[src/rtl/core/cpre_pkg.sv]
// Shared types and constants for the contiguous page run extractor.
// No dependencies; compiled first.
package cpre_pkg;

  localparam int PageW   = 32;
  localparam int OffsetW = 16;
  localparam int RunLenW = 17;

  // Largest reportable list offset and run length.
  localparam logic [OffsetW-1:0] OffsetMax = 16'hFFFF;
  localparam logic [RunLenW-1:0] RunLenMax = 17'h10000;

  // Page list entry
  typedef struct packed {
    logic [PageW-1:0] page_num;
    logic             last_item;
  } cpre_page_t;

  // Configuration write data
  typedef struct packed {
    logic [PageW-1:0] padding_marker;
  } cpre_cfg_t;

  // One extracted run
  typedef struct packed {
    logic [OffsetW-1:0] list_offset;
    logic [PageW-1:0]   first_page;
    logic [RunLenW-1:0] run_length;
    logic               list_done;
  } cpre_run_t;

  // Results produced by one entry, packed to the front (first in a).
  typedef struct packed {
    logic [1:0] cnt;
    cpre_run_t  a;
    cpre_run_t  b;
  } cpre_push_t;

endpackage

[src/rtl/core/cpre_res_fifo.sv]
// Four-entry result queue, up to two writes and one read per cycle.
// Depends on cpre_pkg.
module cpre_res_fifo (
  input  logic                 clk_i,
  input  logic                 rst_ni,
  input  cpre_pkg::cpre_push_t push_i,
  output logic                 room_o,
  output logic                 valid_o,
  input  logic                 ready_i,
  output cpre_pkg::cpre_run_t  data_o
);
  import cpre_pkg::*;

  localparam int Depth = 4;
  localparam int IdxW  = $clog2(Depth);
  localparam int CntW  = $clog2(Depth + 1);

  cpre_run_t       mem_q [Depth];
  logic [IdxW-1:0] wr_q, wr_d, rd_q, rd_d;
  logic [CntW-1:0] cnt_q, cnt_d;
  logic            pop;

  assign valid_o = (cnt_q != '0);
  assign data_o  = mem_q[rd_q];
  assign pop     = valid_o && ready_i;
  // Room for the worst case of two results from one entry.
  assign room_o  = (cnt_q <= CntW'(Depth - 2));

  always_comb begin
    wr_d  = wr_q + IdxW'(push_i.cnt);
    rd_d  = pop ? IdxW'(rd_q + 1'b1) : rd_q;
    cnt_d = cnt_q + CntW'(push_i.cnt) - CntW'(pop);
  end

  always_ff @(posedge clk_i or negedge rst_ni) begin
    if (!rst_ni) begin
      wr_q  <= '0;
      rd_q  <= '0;
      cnt_q <= '0;
    end else begin
      wr_q  <= wr_d;
      rd_q  <= rd_d;
      cnt_q <= cnt_d;
    end
  end

  always_ff @(posedge clk_i) begin
    if (push_i.cnt != 2'd0) begin
      mem_q[wr_q] <= push_i.a;
    end
    if (push_i.cnt == 2'd2) begin
      mem_q[IdxW'(wr_q + 1'b1)] <= push_i.b;
    end
  end

`ifndef NO_ASSERTIONS
  a_cnt_bound: assert property (@(posedge clk_i) disable iff (!rst_ni)
    cnt_q <= CntW'(Depth))
    else $error("result queue count out of range");

  a_no_overflow: assert property (@(posedge clk_i) disable iff (!rst_ni)
    push_i.cnt != 2'd0 |-> (cnt_q + CntW'(push_i.cnt) - CntW'(pop)) <= CntW'(Depth))
    else $error("result queue overflow");

  a_cnt_track: assert property (@(posedge clk_i) disable iff (!rst_ni)
    1'b1 |=> cnt_q == $past(cnt_q) + CntW'($past(push_i.cnt)) - CntW'($past(pop)))
    else $error("result queue count mismatch");
`endif

endmodule

[config.mk]
export PLATFORM = sky130hd
export DESIGN_NAME = cpre_res_fifo
export DESIGN_NICKNAME = d
export VERILOG_FILES = /design/src/rtl/core/cpre_pkg.sv /design/src/rtl/core/cpre_res_fifo.sv
export SDC_FILE = /design/constraint.sdc
export NUM_CORES = 1
export LEC_CHECK = 0
export BUFFER_PORTS_ARGS = -buffer_cell sky130_fd_sc_hd__buf_2
export CAP_MARGIN = 20
export CORE_MARGIN = 5
export CORE_UTILIZATION = 45
export DETAILED_ROUTE_END_ITERATION = 6
export PLACE_DENSITY = 0.66
export SETUP_SLACK_MARGIN = 0.5
export SLEW_MARGIN = 20
export SYNTH_ARGS = -nofsm -noshare
export SYNTH_HDL_FRONTEND = slang
export SYNTH_SLANG_ARGS = --single-unit
export TNS_END_PERCENT = 30
[constraint.sdc]
create_clock -name clk_i -period 10.62 [get_ports clk_i]
set_input_delay 1.062 -clock clk_i [delete_from_list [all_inputs] [get_ports clk_i]]
set_output_delay 1.062 -clock clk_i [all_outputs]
set_load 0.01 [all_outputs]
==> impl_metrics.csv, run 1 <==
group,metric,value,unit
outcome,status,"complete, no violations",
timing,finalWorstSetupSlack,6840,ps
finish,fin_cells,1294,
finish,drive_gt1_share,61.2,%
clocking,clock-sinks,271,
grt,grt_pass1_vias,7939,
synth,yosysWarningCount,0,
place,dp.cells,1240,
routing,vias,7205,
setup_path,crit_path_max_fanout,48,
finish,area_growth_syn_to_layout,16.5,%
grt,grt_pass1_wl,47200,microns
floorplanning,dieArea,0.0334,sq mm
floorplanning,num_rows,63,
setup_path,start_kind,"flop",
grt,grt_usage,18.2,%
timing,rsz0062_at_grt,"no",
setup_path,critPathKind,"reg2out",
setup_path,r2r_start,"wr_q[1]$_DFF_PN0_",
routing,drc,0,
floorplanning,die_h,183,microns
floorplanning,start_util,45.4,%
setup_path,reg2regPathDepth,3,
place,dp.final_hpwl,18400,microns
floorplanning,core,0.0296,sq mm
setup_path,crit_arrival,2720,ps
synth,ys_types,27,
clocking,clk_pin_slew,60,ps
timing,worst_pin_slew,1090,ps
floorplanning,dieWidth,183,microns
timing,max_slew_margin,27.2,%
place,portBuffers,204,
grt,antenna_found_initial,6,
clocking,clkLatencyLatePin,540,ps
floorplanning,ios,205,
synth,ys_seq_elements,271,
grt,grt_overflow,0,
timing,fmax,264,MHz
routing,dr.pass1.iters,4,
timing,setup_viol,0,
timing,fin_crit,3780,ps
timing,holdWs,364,ps
setup_path,end_kind,"primary output",
timing,slew_viol_final,0,
setup_path,crit_chain,"buf_6, mux4_2, buf_2",
clocking,htreeDepth,1,
synth,syn-num-nets,820,
power,max-vdd-ir-drop,0.149,mV
clocking,cts_buffers,30,
setup_path,critPathRequiredTime,9560,ps
timing,post-route-period-util,35.6,%
hold_path,hold_class,"in2async",
clocking,cts_root_buf,"clkbuf_16",
timing,final-hold-violation-count,0,
place,gp_congestion,0.727,
clocking,cts_tree,"done",
finish,final_cell_mix,"264 x edfxtp_1, 204 x buf_2, 155 x mux2_2",
setup_path,crit_slowest_cell,"dfrtp_4",
synth,synth_area_per_cell,19.8,sq um
routing,routed_wl,30900,microns
finish,fin_area,0.0156,sq mm
routing,wl_per_cell,23.9,microns
finish,nets,1024,
clocking,cts_buffer_depth,3,
power,power_density,260,mW/mm^2
setup_path,path_buf_inv,2,
routing,vias_per_cell,5.57,
timing,fin_skew,8.99,ps
clocking,cts-resized-gates,0,
routing,drt-initial-drc-count,309,
finish,final_common_cell,"edfxtp_1",
grt,grt_max_degree,67,
clocking,cts_setup_buffers,0,
synth,yosysSeqAreaShare,60.3,%
timing,fin_tns_setup,0,ps
place,placed_area,0.0148,sq mm
setup_path,r2r_slack,7870,ps
flow_run,max_cap_viol_count,0,
synth,netlist_instances,678,
clocking,hold_buffers,0,
setup_path,cpLargestDelayFamily,"buffers and inverters",
setup_path,critical_path.max_stage_delay,720,ps
synth,synth_area,0.0134,sq mm
power,p_leak,5.65,nW
setup_path,worstReg2RegEnd,"mem_q[3][65]$_DFFE_PP_",
routing,postRouteAntennaNets,0,
place,pre_cts_ws,7030,ps
-- power by group --
group / switching, mW / internal (mW) / total, mW
sequential: 0.137 / 1.60 / 1.73
clock: 0.399 / 0.551 / 0.950
combinational: 0.740 / 0.652 / 1.39
total: 1.28 / 2.80 / 4.08
-- Yosys cell counts --
cell	number	area [sq um]
xor2_1	2	17.5
mux2i_1	1	10.0
ha_1	4	50.1
o31a_1	1	8.76
o21bai_1	2	15.0
and4bb_1	2	25.0
nor4b_4	1	23.8
inv_1	7	26.3
o311ai_0	1	8.76
fa_1	1	20.0
mux2_2	155	1750
nor2_1	2	7.51
mux2_4	69	1040
dfrtp_1	7	175
clkbuf_1	4	15.0
edfxtp_1	264	7930
or3_1	1	6.26
buf_6	17	191
a21oi_1	1	5.00
mux4_2	66	1490
buf_1	3	11.3
nand4b_1	1	8.76
buf_4	4	30.0
buf_2	17	85.1
xnor2_1	4	35.0
o21ai_0	1	5.00
mux2_1	40	450
-- worst reg2reg max path, stage by stage, from the launching register on --
cell,delay [ps]
dfrtp_1,620
and4bb_4,600
buf_4,850
mux2_2,440
-- layer usage --
metal	GRT usage [%]	vias to the layer above	part of all wire [%]
met5	0	-	0.13
met4	3.72	8	1.6
met3	3.85	44	5.4
met2	32.6	173	53
met1	23.1	3785	40
li1	-	3195	-
-- sequential cells by signal (all words and copies together), names as in the netlist --
register	cells
rd_q	2
wr_q	2
mem_q	264
cnt_q	3
-- worst max-delay path by stage --
stage / end / start / slack [ps] / depth (start not counted)
after floorplan: mem_q[0][0]$_DFFE_PP_ / push_i[133] / 4090 / 3
after global placement: data_o[59] / rd_q[0]$_DFFE_PN0P_ / 7030 / 3
after detailed placement: data_o[5] / rd_q[0]$_DFFE_PN0P_ / 7030 / 3
after CTS: data_o[59] / rd_q[0]$_DFFE_PN0P_ / 6440 / 3
after global routing: data_o[59] / rd_q[0]$_DFFE_PN0P_ / 6590 / 3
final: data_o[30] / rd_q[0]$_DFFE_PN0P_ / 6840 / 3
-- metrics by stage --
stage	utilization [%]	total power, mW
global route	52.9	4.29
floorplan	-	2.68
CTS	52.9	4.15
global placement	49.9	3.18
detailed placement	49.9	3.18
finish	52.9	4.08
-- cells by family after synthesis --
family | count (synthesis) | share of synthesized area (%)
AOI/OAI and AO/OA | 6 | 0.317
and+or+nand+nor | 7 | 0.531
buffers and inverters | 52 | 2.67
xor gates and xnor gates | 6 | 0.391
DFF | 271 | 60.3
muxes | 331 | 35.2
adders and majority gates | 5 | 0.522
-- final cells by class --
class,instances,area [sq um]
timing repair buffer,217,1120
inverter,7,26.3
sequential,271,8110
clock buffer,39,806
fill,2409,13900
tap,390,488
antenna,2,5.00
multi-input combinational,355,5010
clock inverter,13,80.1
Power figures use the tool's default switching activity.
==> run 2: changes to the inputs <==
==> constraint.sdc (replaced) <==
create_clock -name clk_i -period 3.9 [get_ports clk_i]
set_input_delay 0.39 -clock clk_i [delete_from_list [all_inputs] [get_ports clk_i]]
set_output_delay 0.39 -clock clk_i [all_outputs]
set_load 0.01 [all_outputs]
==> run 2 against run 1 <==
Power grew to 2.8 times the previous value. Die area did not move. Flip-flop and latch count is the same. Utilization grew 0.51 points. First-iteration DRC count grew 46%. Clock power rose to 2.9 times the previous value. Final cell count grew 0.54%. Cell area increased by 0.96%. Critical path type unchanged. Critical endpoint is now data_o[64].
==> impl_metrics.csv, run 2 (synthesized netlist as in run 1, its figures left out) <==
group,metric,value,unit
grt,antenna_found_initial,2,
hold_path,holdPathEnd,"mem_q[1][30]$_DFFE_PP_",
power,power_density,720,mW/mm^2
timing,slew_viol_final,0,
finish,drive_gt1_share,61.6,%
clocking,cts_root_buf,"clkbuf_16",
clocking,hold_buffers,1,
finish,final_cell_mix,"264 x edfxtp_1, 204 x buf_2, 155 x mux2_2",
grt,grt_max_degree,68,
clocking,cts_tree,"done",
finish,area_growth_syn_to_layout,17.7,%
timing,max_slew_margin,28.2,%
grt,grt_overflow,0,
clocking,cts-resized-gates,0,
finish,nets,1028,
clocking,clock-sinks,271,
routing,drc,0,
finish,largest-register,"mem_q",
floorplanning,core,0.0296,sq mm
place,gp_congestion,0.743,
grt,grt_usage,18.4,%
finish,nFillCells,2383,
routing,drt-met1-wl,13000,microns
timing,fmax,343,MHz
timing,worst_pin_slew,1080,ps
setup_path,critPathRequiredTime,3510,ps
clocking,clk_pin_slew,60,ps
routing,vias,7108,
place,pre_cts_ws,1460,ps
floorplanning,start_util,45.4,%
finish,top_regs,"mem_q (264), cnt_q (3)",
setup_path,crit_path_max_fanout,27,
timing,final-hold-violation-count,0,
power,max-vdd-ir-drop,0.411,mV
routing,route.met3.wl,1770,microns
clocking,htreeDepth,1,
routing,wl_per_cell,24.2,microns
timing,holdWs,182,ps
outcome,status,"complete, no violations",
floorplanning,dieArea,0.0334,sq mm
hold_path,worstHoldStart,"push_i[96]",
routing,dr.pass1.iters,4,
setup_path,critPathKind,"reg2out",
timing,post-route-period-util,74.7,%
power,p_total,11.4,mW
setup_path,crit_arrival,2520,ps
timing,fin_tns_setup,0,ps
setup_path,r2r_slack,1530,ps
grt,grt_pass1_vias,7670,
routing,vias_per_cell,5.46,
routing,route.top_layer_used,"met5",
timing,rsz0062_at_grt,"no",
floorplanning,die_h,183,microns
hold_path,hold_class,"in2reg",
finish,final_common_cell,"edfxtp_1",
setup_path,start_kind,"flop",
routing,met2_length,16300,microns
setup_path,worstReg2RegEnd,"mem_q[2][55]$_DFFE_PP_",
timing,fin_skew,11.2,ps
clocking,cts_buffer_depth,3,
floorplanning,num_rows,63,
power,p_leak,5.72,nW
timing,fin_crit,2910,ps
setup_path,startpoint,"rd_q[0]$_DFFE_PN0P_",
finish,largest_reg_flops,264,
clocking,cts_setup_buffers,0,
setup_path,end_kind,"primary output",
flow_run,max_cap_viol_count,0,
routing,postRouteAntennaNets,0,
timing,finalWorstSetupSlack,987,ps
place,dp.final_hpwl,19200,microns
routing,drt-initial-drc-count,450,
floorplanning,dieWidth,183,microns
floorplanning,ios,205,
setup_path,r2r_start,"wr_q[1]$_DFF_PN0_",
routing,routed_wl,31400,microns
place,portBuffers,204,
timing,setup_viol,0,
clocking,clkLatencyLatePin,540,ps
clocking,cts_buffers,30,
grt,grt_pass1_wl,47400,microns
setup_path,reg2regPathDepth,3,
hold_path,min_delay_path_depth,2,
## run 2: cell count changes in the layout (fill, tap and decap cells not counted)
cell | previous run | this run
clkinv_8 | 0 | 1
dlygate4sd3_1 | 0 | 1
clkinvlp_4 | 0 | 1
clkinv_1 | 8 | 7
diode_2 | 2 | 1
clkinv_2 | 4 | 6
clkbuf_1 | 8 | 7
buf_12 | 0 | 3
bufinv_16 | 1 | 3
buf_4 | 12 | 13
buf_6 | 1 | 0
## run 2: how the worst max path moves through the flow
| stage | endpoint |
|---|---|
| after global routing | data_o[64] |
| after CTS | data_o[64] |
| after detailed placement | data_o[64] |
| final | data_o[64] |
| after floorplan | mem_q[1][0]$_DFFE_PP_ |
| after global placement | data_o[64] |
## run 2: per-layer routing
metal,GRT usage (%),up-vias
met4,3.03,4
li1,-,3211
met3,3.47,36
met1,24.3,3666
met2,32.3,191
met5,0,-
## run 2: critical path, stage by stage (launching register included)
cell and delay [ps]:
dfrtp_4 800, buf_4 420, mux4_2 570, buf_2 180
## run 2: where the power goes
part           internal (mW)  switching (mW)  total, mW
clock network           1.65            1.12       2.77
registers               4.34           0.483       4.83
logic                   1.82            1.96       3.77
total                   7.81            3.56       11.4
## run 2: through the flow
step,area (sq um),utilization [%],std cells
global route,15800,53.4,1300
finish,15800,53.4,1301
detailed placement,14800,50.1,1243
CTS,15800,53.4,1300
floorplan,13400,-,678
global placement,14800,50.1,1243
## run 2: cell type report
type | count | area (sq um) | share of cell area [%]
Multi-Input combinational cell | 355 | 5010 | 31.7
Inverter | 7 | 26.3 | 0.166
Tap cell | 390 | 488 | 3.09
Timing Repair Buffer | 221 | 1190 | 7.52
Antenna cell | 1 | 2.50 | 0.0158
Clock buffer | 38 | 802 | 5.08
Clock inverter | 18 | 170 | 1.08
Sequential cell | 271 | 8110 | 51.3
